[config.mk]
export PLATFORM = sky130hd
export DESIGN_NAME = jscg_sqrt
export DESIGN_NICKNAME = d
export VERILOG_FILES = /design/src/rtl/core/jscg_pkg.sv /design/src/rtl/core/jscg_sqrt.sv
export SDC_FILE = /design/constraint.sdc
export NUM_CORES = 1
export LEC_CHECK = 0
export BUFFER_PORTS_ARGS = -buffer_cell sky130_fd_sc_hd__buf_2
export CAP_MARGIN = 20
export CORE_UTILIZATION = 57
export CTS_BUF_LIST = sky130_fd_sc_hd__clkbuf_4 sky130_fd_sc_hd__clkbuf_8
export CTS_CLUSTER_SIZE = 20
export DETAILED_ROUTE_END_ITERATION = 10
export PLACE_DENSITY = 0.75
export SETUP_SLACK_MARGIN = 0.2
export SYNTH_ARGS = -nofsm -noshare
export SYNTH_HDL_FRONTEND = slang
export SYNTH_SLANG_ARGS = --single-unit
[constraint.sdc]
create_clock -name clk -period 22.9 [get_ports clk]
set_clock_uncertainty 0.15 [all_clocks]
set_input_delay 4.58 -clock clk [delete_from_list [all_inputs] [get_ports clk]]
set_output_delay 4.58 -clock clk [all_outputs]
set_load 0.02 [all_outputs]
[src/rtl/core/jscg_pkg.sv]
// Shared constants, result type and saturating Q48.16 helpers for the solver.
`default_nettype none
package jscg_pkg;

  // Input actions.
  localparam logic [1:0] ACT_LOAD_MAT = 2'd0;
  localparam logic [1:0] ACT_LOAD_RHS = 2'd1;
  localparam logic [1:0] ACT_START    = 2'd2;

  // Result status codes.
  localparam logic [1:0] STATUS_CONVERGED = 2'd0;
  localparam logic [1:0] STATUS_LIMIT     = 2'd1;
  localparam logic [1:0] STATUS_ZERO_DEN  = 2'd2;

  // Configuration register indexes.
  localparam logic [1:0] REG_SIZE  = 2'd0;
  localparam logic [1:0] REG_MAXIT = 2'd1;
  localparam logic [1:0] REG_TOL   = 2'd2;

  localparam logic [63:0] Q_MAX = 64'h7FFF_FFFF_FFFF_FFFF;
  localparam logic [63:0] Q_MIN = 64'h8000_0000_0000_0000;

  // Status and result returned by an arithmetic unit.
  typedef struct packed {
    logic        done;
    logic [63:0] value;
  } unit_result_t;

  // Saturating signed 64-bit add.
  function automatic logic [63:0] sat_add(input logic [63:0] a, input logic [63:0] b);
    logic [63:0] s;
    s = a + b;
    if (a[63] == b[63] && s[63] != a[63]) begin
      return a[63] ? Q_MIN : Q_MAX;
    end
    return s;
  endfunction

  // Saturating signed negate.
  function automatic logic [63:0] sat_neg(input logic [63:0] a);
    return (a == Q_MIN) ? Q_MAX : (64'd0 - a);
  endfunction

  // Absolute value as an unsigned magnitude.
  function automatic logic [63:0] magnitude(input logic [63:0] a);
    return a[63] ? (64'd0 - a) : a;
  endfunction

  // Signed result from a magnitude, saturated on overflow.
  function automatic logic [63:0] from_mag(input logic [63:0] m, input logic neg,
                                           input logic over);
    if (over || m[63]) begin
      return neg ? Q_MIN : Q_MAX;
    end
    return neg ? (64'd0 - m) : m;
  endfunction

endpackage
`default_nettype wire

[src/rtl/core/jscg_sqrt.sv]
// Iterative integer square root: two radicand bits per cycle across the 64-bit radicand.
`default_nettype none
module jscg_sqrt import jscg_pkg::*; (
  input  wire logic         clk,
  input  wire logic         rst,
  input  wire logic         start,
  input  wire logic [63:0]  radicand,
  output      unit_result_t res
);

  typedef enum logic [2:0] {
    QS_IDLE = 3'b001,
    QS_RUN  = 3'b010,
    QS_DONE = 3'b100
  } sqrt_state_t;

  sqrt_state_t state;
  logic [5:0]  cnt;
  logic [63:0] v;
  logic [63:0] root;
  logic [63:0] bitr;
  logic [63:0] trial;

  assign trial = root + bitr;

  always_ff @(posedge clk) begin
    if (rst) begin
      state <= QS_IDLE;
      cnt   <= '0;
    end else begin
      unique case (state)
        QS_IDLE: begin
          if (start) begin
            v     <= radicand;
            root  <= '0;
            bitr  <= 64'd1 << 62;
            cnt   <= 6'd32;
            state <= QS_RUN;
          end
        end
        QS_RUN: begin
          if (v >= trial) begin
            v    <= v - trial;
            root <= (root >> 1) + bitr;
          end else begin
            root <= root >> 1;
          end
          bitr <= bitr >> 2;
          cnt  <= cnt - 6'd1;
          if (cnt == 6'd1) begin
            state <= QS_DONE;
          end
        end
        QS_DONE: state <= QS_IDLE;
        default: state <= QS_IDLE;
      endcase
    end
  end

  assign res.done  = (state == QS_DONE);
  assign res.value = root;

endmodule
`default_nettype wire
# Word-level counts from Yosys, hierarchy flattened
# Cells that the tools add are included.
dict set report totals {
  register_bits 201
  input_bits 67
  out_inout_bits 65
  word_cells 36
}
dict set report op_classes {
  addsub 4
  order_cmp 1
  eq_ne 7
  muxes 13
  bitwise_logic 1
  reduce_logical 5
}
# cell count
set ops {}
lappend ops {{one-hot mux 64 bit (2 select lines)} 3}
lappend ops {{2-to-1 mux 64 bit} 5}
lappend ops {{adder 63 x 64 -> 64 bit} 1}
lappend ops {{adder 64 bit} 1}
lappend ops {{greater-or-equal comparator 64 bit} 1}
lappend ops {{subtractor 64 bit} 1}
lappend ops {{one-hot mux 6 bit (2 select lines)} 1}
lappend ops {{equality test 6 x 1 -> 1 bit, second input constant} 1}
lappend ops {{2-to-1 mux 3 bit} 2}
lappend ops {{2-to-1 mux 6 bit} 1}
lappend ops {{inequality test 2 bit, second input constant} 3}
lappend ops {{one-hot mux 3 bit (2 select lines)} 1}
lappend ops {{subtractor 6 x 1 -> 6 bit, second input constant} 1}
lappend ops {{AND reduction 2 bit} 2}
lappend ops {{AND reduction 4 bit} 1}
lappend ops {{equality test 3 x 1 -> 1 bit, second input constant} 1}
lappend ops {{equality test 3 x 2 -> 1 bit, second input constant} 1}
lappend ops {{equality test 3 bit, second input constant} 1}
lappend ops {{AND reduction 3 bit} 1}
lappend ops {{nonzero test 2 bit} 1}
lappend ops {{inverter 1 bit} 1}

# Longest topological paths before layout
# Gate-level depths: netlist of the first run.
dict set report depth {
  ltp_word 4
  depth_mapped 25
}

# Worst setup path before layout of the first run
# No wires, ideal clock.
dict set report synth_path {
  path_type {input -> register}
  startpoint {input start}
  endpoint {register v[0] (enable)}
  t_arrival_ns 8.500
  t_required_ns 22.243
  path_slack_ns 13.743
  cell_stages 4
  path_cell_list {nor4bb_1 > nor2_1 > or2_2 > a21oi_1}
}
dict set report synth_between {
  elab_chain_len 2
}
# item line
set synth_rtl {}
lappend synth_rtl {{start: declaration} jscg_sqrt.sv:6} ;# input wire logic start,
lappend synth_rtl {{inequality test 2 bit (no line)} --}
lappend synth_rtl {{AND reduction 4 bit (no line)} --}
lappend synth_rtl {{end signal: assignment} jscg_sqrt.sv:34} ;# v <= radicand;
lappend synth_rtl {{end signal: assignment} jscg_sqrt.sv:43} ;# v <= v - trial;
lappend synth_rtl {{end: declaration} jscg_sqrt.sv:19} ;# logic [63:0] v;
# No other way between the ends.
# A chain may end at the register's enable or synchronous reset.

# Final worst setup path of the first run
dict set report layout_path {
  startpoint {register root[0]}
  endpoint {register v[33] (enable)}
}
dict set report layout_between {
  elab_chain_len 4
}
# item line
set layout_rtl {}
lappend layout_rtl {{start: declaration} jscg_sqrt.sv:20} ;# logic [63:0] root;
lappend layout_rtl {{start signal: assignment} jscg_sqrt.sv:44} ;# root <= (root >> 1) + bitr;
lappend layout_rtl {{start signal: assignment} jscg_sqrt.sv:46} ;# root <= root >> 1;
lappend layout_rtl {{adder 64 bit} jscg_sqrt.sv:24} ;# assign trial = root + bitr;
lappend layout_rtl {{greater-or-equal comparator 64 bit} jscg_sqrt.sv:42} ;# if (v >= trial) begin
lappend layout_rtl {{inequality test 2 bit (no line)} --}
lappend layout_rtl {{AND reduction 4 bit (no line)} --}
# No other way between the ends.

==> results of run 1 <==
## where the power goes
group / internal (W) / switching, W
clock: 0.0000901 / 0.000131
combinational: 0.000121 / 0.000196
sequential: 0.000356 / 0.0000188
## worst min-delay path: stages (launching register included)
cell and delay, ns:
sky130_fd_sc_hd__dfxtp_1 0.33, sky130_fd_sc_hd__o311ai_0 0.09, sky130_fd_sc_hd__a21oi_1 0.06
## flip-flops by register name, indices dropped and copies added, names as in the netlist
signal  count
bitr       32
state       3
root       64
cnt         6
v          64
## cell usage in the layout, fill, tap and decap left out, types with 13 or more instances in the layout
cell / count
sky130_fd_sc_hd__a211oi_1: 37
sky130_fd_sc_hd__a21o_1: 46
sky130_fd_sc_hd__a21oi_1: 126
sky130_fd_sc_hd__a31o_2: 18
sky130_fd_sc_hd__a31oi_1: 55
sky130_fd_sc_hd__and3_1: 49
sky130_fd_sc_hd__buf_2: 131
sky130_fd_sc_hd__clkbuf_8: 17
sky130_fd_sc_hd__edfxtp_1: 160
sky130_fd_sc_hd__ha_1: 132
sky130_fd_sc_hd__inv_1: 36
sky130_fd_sc_hd__nand2_1: 231
sky130_fd_sc_hd__nand3_1: 42
sky130_fd_sc_hd__nand4_1: 43
sky130_fd_sc_hd__nor2_1: 143
sky130_fd_sc_hd__nor2b_1: 17
sky130_fd_sc_hd__nor3_1: 25
sky130_fd_sc_hd__o21ai_0: 160
sky130_fd_sc_hd__o21bai_1: 32
sky130_fd_sc_hd__o31ai_1: 14
sky130_fd_sc_hd__or3_1: 13
sky130_fd_sc_hd__xnor2_1: 71
sky130_fd_sc_hd__xor2_1: 95
## through the flow
| stage | instances | instance area (µm²) | power, W | hold slack (ns) |
|---|---|---|---|---|
| 5_1_grt | 2234 | 16690 | 0.0009588 | 0.3974 |
| 2_1_floorplan | 1817 | 15490 | 0.0006152 | 0.3245 |
| 3_5_place_dp | 2202 | 16290 | 0.0006915 | 0.3605 |
| 4_1_cts | 2234 | 16690 | 0.0009104 | 0.3749 |
| 6_report | 2234 | 16690 | 0.0009127 | 0.3678 |
| 3_3_place_gp | 2202 | 16290 | 0.0006867 | 0.3424 |
## logic make-up after synthesis
family	Yosys count
AOI/OAI and AO/OA	591
xor gates and xnor gates	166
adders and majority gates	133
buffers and inverters	127
DFF	169
muxes	4
and+or+nand+nor	627
## per-layer routing
metal / up-vias / global-route usage, % / share of wire (%)
met3: 48 / 4.254 / 8.6
met4: 0 / 8.454 / 1.8
li1: 6942 / - / -
met2: 636 / 44.97 / 43
met1: 6643 / 46.16 / 47
met5: - / 0 / 0
## worst min-delay path by stage
stage,start,to,slack (ns),depth (start not counted)
6_report,cnt[4],cnt[4],0.37,2
5_1_grt,cnt[4],cnt[4],0.40,2
4_1_cts,cnt[4],cnt[4],0.37,2
3_5_place_dp,cnt[4],cnt[4],0.36,2
3_3_place_gp,cnt[4],cnt[4],0.34,2
2_1_floorplan,cnt[4],cnt[4],0.32,2
## layout make-up
class | count | share of cell area, %
multi-input combinational | 1521 | 60.07
sequential | 169 | 29.87
timing repair buffer | 139 | 4.289
tap | 335 | 2.512
clock buffer | 17 | 1.402
clock inverter | 15 | 0.9672
inverter | 38 | 0.8923
==> impl_metrics.json, run 1 <==
{
  "core-area_um2": 26350,
  "detailedPlacementHpwl_um": 32090,
  "endpoint_of_the_worst_setup_timing_path": "v[33]",
  "cp.buffers_inverters": 3,
  "number_of_antenna_violations_at_the_first_check_in_global_routing": 0,
  "placement_rows": 59,
  "irDropWorstVdd_v": 0.00004539,
  "rr_endpoint": "v[33]",
  "fin_setup_tns_ns": 0,
  "crit_fanout": 64,
  "global_route.usage.total_pct": 30.47,
  "async_reset_ff_share_pct": 0,
  "area.growth.synth_to_final_pct": 7.696,
  "postSynthNetCount": 2017,
  "fmax_ghz": 0.1439,
  "hp-class": "reg -> reg",
  "postCtsHoldBufs": 0,
  "post_synth.cell_area_avg_um2": 8.528,
  "clk_latency_ns": 0.50,
  "layout.filler_cells": 2303,
  "timing.rr.start": "root[0]",
  "maxCapViolCount": 0,
  "final-setup-viol-count": 0,
  "die_w_um": 166.9,
  "setup.worst_path.class": "reg -> reg",
  "tightestPinTransition_ns": 0.9560,
  "synth_xor_xnor_area_share_pct": 9.383,
  "grt_pass1_vias": 13060,
  "post_cts.resized_instances": 0,
  "num_antenna_cells": 0,
  "rsz_0062_raised_after_global_routing": "no",
  "critPathCaptureType": "flip-flop",
  "place_worst_setup_slack_ns": 15.54,
  "wl_per_cell_um": 18.93,
  "cpMostUsedCell": "sky130_fd_sc_hd__ha_1",
  "cp_slowest_stage_delay_ns": 0.67,
  "required_ns": 22.86,
  "synth_most_common_cell": "sky130_fd_sc_hd__nand2_1",
  "multi_input_area_um2": 10020,
  "timing.critical_path.cells": "ha_1, ha_1, a21o_1, a31oi_1, o21ai_0, o21ai_0, a2111oi_0, o2111ai_1, nand2_1, a211o_1, nor3_1, a211oi_1, ha_1, inv_1, nor3_1, nand4_1, nor2_1, a22o_1, a311oi_4, buf_4, a21oi_4, buf_4",
  "die-area_um2": 27850,
  "area_used_by_sequential_logic_in_the_layout_um2": 4985,
  "combinational_family_with_the_most_area_after_synthesis": "compound AO/OA/AOI/OAI gates",
  "r2r_slack_ns": 15.95,
  "synth.cell_area_um2": 15490,
  "post_synth_fa_ha_maj_area_fraction_pct": 10.79,
  "routed-via-count": 14270,
  "detailedRoute.firstPassIterationCount": 6,
  "numPortBuffers": 131,
  "cts-buffers-inserted": 17,
  "post_cts.repair.setup_buffers": 0,
  "htree_num_levels": 4,
  "chipHeight_um": 166.9,
  "netlist.top_cell.by_area": "sky130_fd_sc_hd__edfxtp_1",
  "timing.critical_path.from_type": "flip-flop",
  "ff_to_ff_path_depth": 22,
  "syn-instance-count": 1817,
  "finalWeightedCongestion": 0.9301,
  "netlist-cell-type-count": 93,
  "starting_utilization_of_the_core_area_pct": 58.80,
  "synth-edff-count": 160,
  "core_occupancy_in_the_finished_layout_pct": 63.32,
  "fin_crit_sh_pct": 30.34,
  "synth-seq-area-share_pct": 32.17,
  "cts_tree": "built",
  "io-pin-count": 132,
  "synth_mux_area_share_pct": 0.2665,
  "grt_pass1_wl_um": 67390,
  "worstSetupStartpoint": "root[0]",
  "grt_remaining_overflow": 0,
  "cp_data_arrival_time_ns": 6.91,
  "status": "finished, final reports clean",
  "finish.net_count": 2086,
  "cts-root-buf": "sky130_fd_sc_hd__clkbuf_8",
  "drive_gt1_share_pct": 11.90,
  "synth_top_area_share_pct": 31.01,
  "cts_buffer_depth": 2,
  "netlist_top_cells_count": "231 x sky130_fd_sc_hd__nand2_1, 160 x sky130_fd_sc_hd__edfxtp_1, 160 x sky130_fd_sc_hd__o21ai_0",
  "final_antenna_net_count": 0,
  "synth-seq-cells": 169,
  "maxSlewViolCount": 0,
  "tritoncts_num_sinks": 169,
  "first_iter_violations": 1519,
  "grt_max_degree": 101,
  "worst_path_max_delay_cell": "sky130_fd_sc_hd__buf_4",
  "drt_wl_total_um": 42290,
  "slew-limit-headroom_pct": 36.27,
  "finalCriticalPeriod_ns": 6.948,
  "clkTransAtPathRegs_ns": 0.10,
  "critical_path_depth": 22,
  "total_power_divided_by_cell_area_nw_per_um2": 54.70,
  "detail_route.vias_per_cell": 6.387,
  "synth_top_flop_cell": "sky130_fd_sc_hd__edfxtp_1",
  "ys.warnings.count": 0,
  "drc_errors": 0,
  "critical-path-top-delay-family": "compound AO/OA/AOI/OAI gates",
  "post_synth_and_or_nand_nor_area_fraction_pct": 19.23,
  "synth.top_cells.by_area": "sky130_fd_sc_hd__edfxtp_1 31%, sky130_fd_sc_hd__ha_1 11%, sky130_fd_sc_hd__nand2_1 5.6%, sky130_fd_sc_hd__xor2_1 5.4%, sky130_fd_sc_hd__o21ai_0 5.2%",
  "finalHoldViolations": 0,
  "synth_compound_gate_area_share_pct": 24.94,
  "p_leak_nw": 6.641,
  "final_critical_path_setup_slack_ns": 15.95
}
Note: power is estimated with default switching activity, not from simulation.
==> inputs of run 2 (changes only) <==
Settings changed: PLACE_DENSITY 0.75 to 0.78.
Clock period 22.9 ns to 5.6 ns, I/O delays scaled along.
==> run 2 against run 1 <==
Net effect:
- die area unchanged
- sequential cell count stayed put
- first-iteration DRC count down 3.5%
- utilization up 7.7 points
- global-route usage is 1.8 points higher
- via count increased by 6.4%
- sequential power grew to 4.1 times the previous value
- cell count increased by 6.4%
- non-clock buffer count is 144 higher
- sequential share of layout area is 3.2 points lower
- critical endpoint is now root[8]
==> impl_metrics.json, run 2 (synthesis results as in run 1) <==
{
  "finalHoldViolations": 0,
  "total_power_divided_by_cell_area_nw_per_um2": 215.1,
  "placement_rows": 59,
  "detailedRoute.firstPassIterationCount": 7,
  "chipHeight_um": 166.9,
  "finish.net_count": 2230,
  "clkTransAtPathRegs_ns": 0.12,
  "cts-buffers-inserted": 17,
  "hp-class": "reg -> reg",
  "tritoncts_num_sinks": 169,
  "htree_num_levels": 4,
  "rr_endpoint": "root[8]",
  "io-pin-count": 132,
  "detailedPlacementHpwl_um": 34590,
  "timing.critical_path.from_type": "flip-flop",
  "maxCapViolCount": 0,
  "p_leak_nw": 7.566,
  "cts-root-buf": "sky130_fd_sc_hd__clkbuf_8",
  "layout_commonest_cell": "sky130_fd_sc_hd__nand2_1",
  "grt_remaining_overflow": 0,
  "slew-limit-headroom_pct": 36.82,
  "irDropWorstVdd_v": 0.0002380,
  "die-area_um2": 27850,
  "cts_buffer_depth": 2,
  "area.growth.synth_to_final_pct": 20.79,
  "detail_route.vias_per_cell": 6.382,
  "status": "finished, final reports clean",
  "drive_gt1_share_pct": 23.54,
  "num_antenna_cells": 0,
  "critPathCaptureType": "flip-flop",
  "finalWeightedCongestion": 0.9317,
  "first_iter_violations": 1466,
  "drt_wl_total_um": 46590,
  "routed-via-count": 15180,
  "grt_pass1_wl_um": 71250,
  "holdPathStages": 2,
  "maxSlewViolCount": 0,
  "required_ns": 5.78,
  "fin_crit_sh_pct": 99.26,
  "cts_tree": "built",
  "finalCriticalPeriod_ns": 5.559,
  "die_w_um": 166.9,
  "rsz_0062_raised_after_global_routing": "yes",
  "hold_start": "cnt[1]",
  "grt_max_degree": 144,
  "starting_utilization_of_the_core_area_pct": 58.80,
  "final-setup-viol-count": 0,
  "ff_to_ff_path_depth": 21,
  "fin_setup_tns_ns": 0,
  "cp_data_arrival_time_ns": 5.74,
  "core-area_um2": 26350,
  "fmax_ghz": 0.1799,
  "r2r_slack_ns": 0.04,
  "grt_pass1_vias": 13720,
  "crit_fanout": 40,
  "hold_path_end": "cnt[1]",
  "tightestPinTransition_ns": 0.9477,
  "timing.rr.start": "root[2]",
  "biggestRegsByFlops": "root: 64 flops, v: 64 flops, bitr: 32 flops",
  "wl_per_cell_um": 19.59,
  "number_of_antenna_violations_at_the_first_check_in_global_routing": 0,
  "final_antenna_net_count": 0,
  "clk_latency_ns": 0.50,
  "numPortBuffers": 131,
  "top_library_cells_by_usage_in_the_layout_fill_and_taps_aside": "223 x sky130_fd_sc_hd__nand2_1, 160 x sky130_fd_sc_hd__edfxtp_1, 133 x sky130_fd_sc_hd__nor2_1",
  "layout.filler_cells": 2040,
  "drc_errors": 0,
  "core_occupancy_in_the_finished_layout_pct": 71.02,
  "global_route.usage.total_pct": 32.28,
  "setup.worst_path.class": "reg -> reg"
}
==> run 2: timing repair <==
action                     CTS  global route
gates resized for setup     25           138
pin swaps                    7            51
setup buffers                7            33
cloned                       0             2
setup endpoints to repair  135           147
hold buffers                 0             0
==> run 2: worst max path at each step <==
stage             start        to  cells after the start
2_1_floorplan   root[8]      v[0]                     21
3_3_place_gp    bitr[0]  root[57]                     23
3_5_place_dp    bitr[0]  root[61]                     23
4_1_cts         root[8]  root[45]                     22
5_1_grt        root[14]  root[37]                     23
6_report        root[2]   root[8]                     21
==> run 2: report_power, final <==
| group | internal (W) | switching, W | total [W] |
|---|---|---|---|
| sequential | 0.00145 | 0.0000656 | 0.00152 |
| clock | 0.000331 | 0.000551 | 0.000882 |
| combinational | 0.000683 | 0.000939 | 0.00162 |
| total | 0.00247 | 0.00156 | 0.00403 |
==> run 2: cell type report <==
| type | count | area (µm²) | area share, % |
|---|---|---|---|
| sequential | 169 | 4985 | 26.63 |
| inverter | 38 | 151.4 | 0.8089 |
| clock buffer | 17 | 234.0 | 1.250 |
| tap | 335 | 419.2 | 2.239 |
| timing repair buffer | 283 | 1974 | 10.55 |
| multi-input combinational | 1521 | 10800 | 57.69 |
| clock inverter | 15 | 155.1 | 0.8289 |
==> run 2: critical path: stages (launching register included) <==
cell and delay (ns):
sky130_fd_sc_hd__edfxtp_1 0.45, sky130_fd_sc_hd__ha_4 0.28, sky130_fd_sc_hd__a31oi_4 0.22, sky130_fd_sc_hd__o21bai_4 0.12
sky130_fd_sc_hd__a211oi_2 0.27, sky130_fd_sc_hd__o211ai_1 0.17, sky130_fd_sc_hd__a41oi_2 0.22, sky130_fd_sc_hd__o21ai_2 0.10
sky130_fd_sc_hd__a211o_1 0.32, sky130_fd_sc_hd__a31o_4 0.27, sky130_fd_sc_hd__a2111o_1 0.41, sky130_fd_sc_hd__o211ai_1 0.13
sky130_fd_sc_hd__ha_1 0.31, sky130_fd_sc_hd__a21oi_2 0.19, sky130_fd_sc_hd__o21bai_1 0.08, sky130_fd_sc_hd__a21oi_1 0.19
sky130_fd_sc_hd__o21ai_1 0.09, sky130_fd_sc_hd__a221o_1 0.37, sky130_fd_sc_hd__a311o_2 0.39, sky130_fd_sc_hd__buf_12 0.20
sky130_fd_sc_hd__buf_4 0.18, sky130_fd_sc_hd__a211oi_1 0.24
==> run 2: per-stage QoR <==
stage	cell area [µm²]	hold WS (ns)	worst slack [ns]	cells	power (W)
floorplan	15720	0.3245	-0.2529	1817	0.002538
global placement	17300	0.3405	-0.03516	2304	0.002932
detailed placement	17300	0.3578	-0.1605	2304	0.002958
CTS	17870	0.3817	0.1429	2343	0.003843
global route	18720	0.4215	-0.1544	2378	0.004224
finish	18720	0.3746	0.04147	2378	0.004025
==> run 2: per-layer routing <==
| layer | vias up | wire length [µm] | share of wire [%] | global-route usage, % |
|---|---|---|---|---|
| li1 | 7216 | - | - | - |
| met1 | 7164 | 20950 | 45 | 47.74 |
| met2 | 719 | 20530 | 44 | 49.32 |
| met3 | 78 | 4272 | 9.2 | 4.824 |
| met4 | 0 | 846 | 1.8 | 7.649 |
| met5 | - | 0 | 0 | 0 |
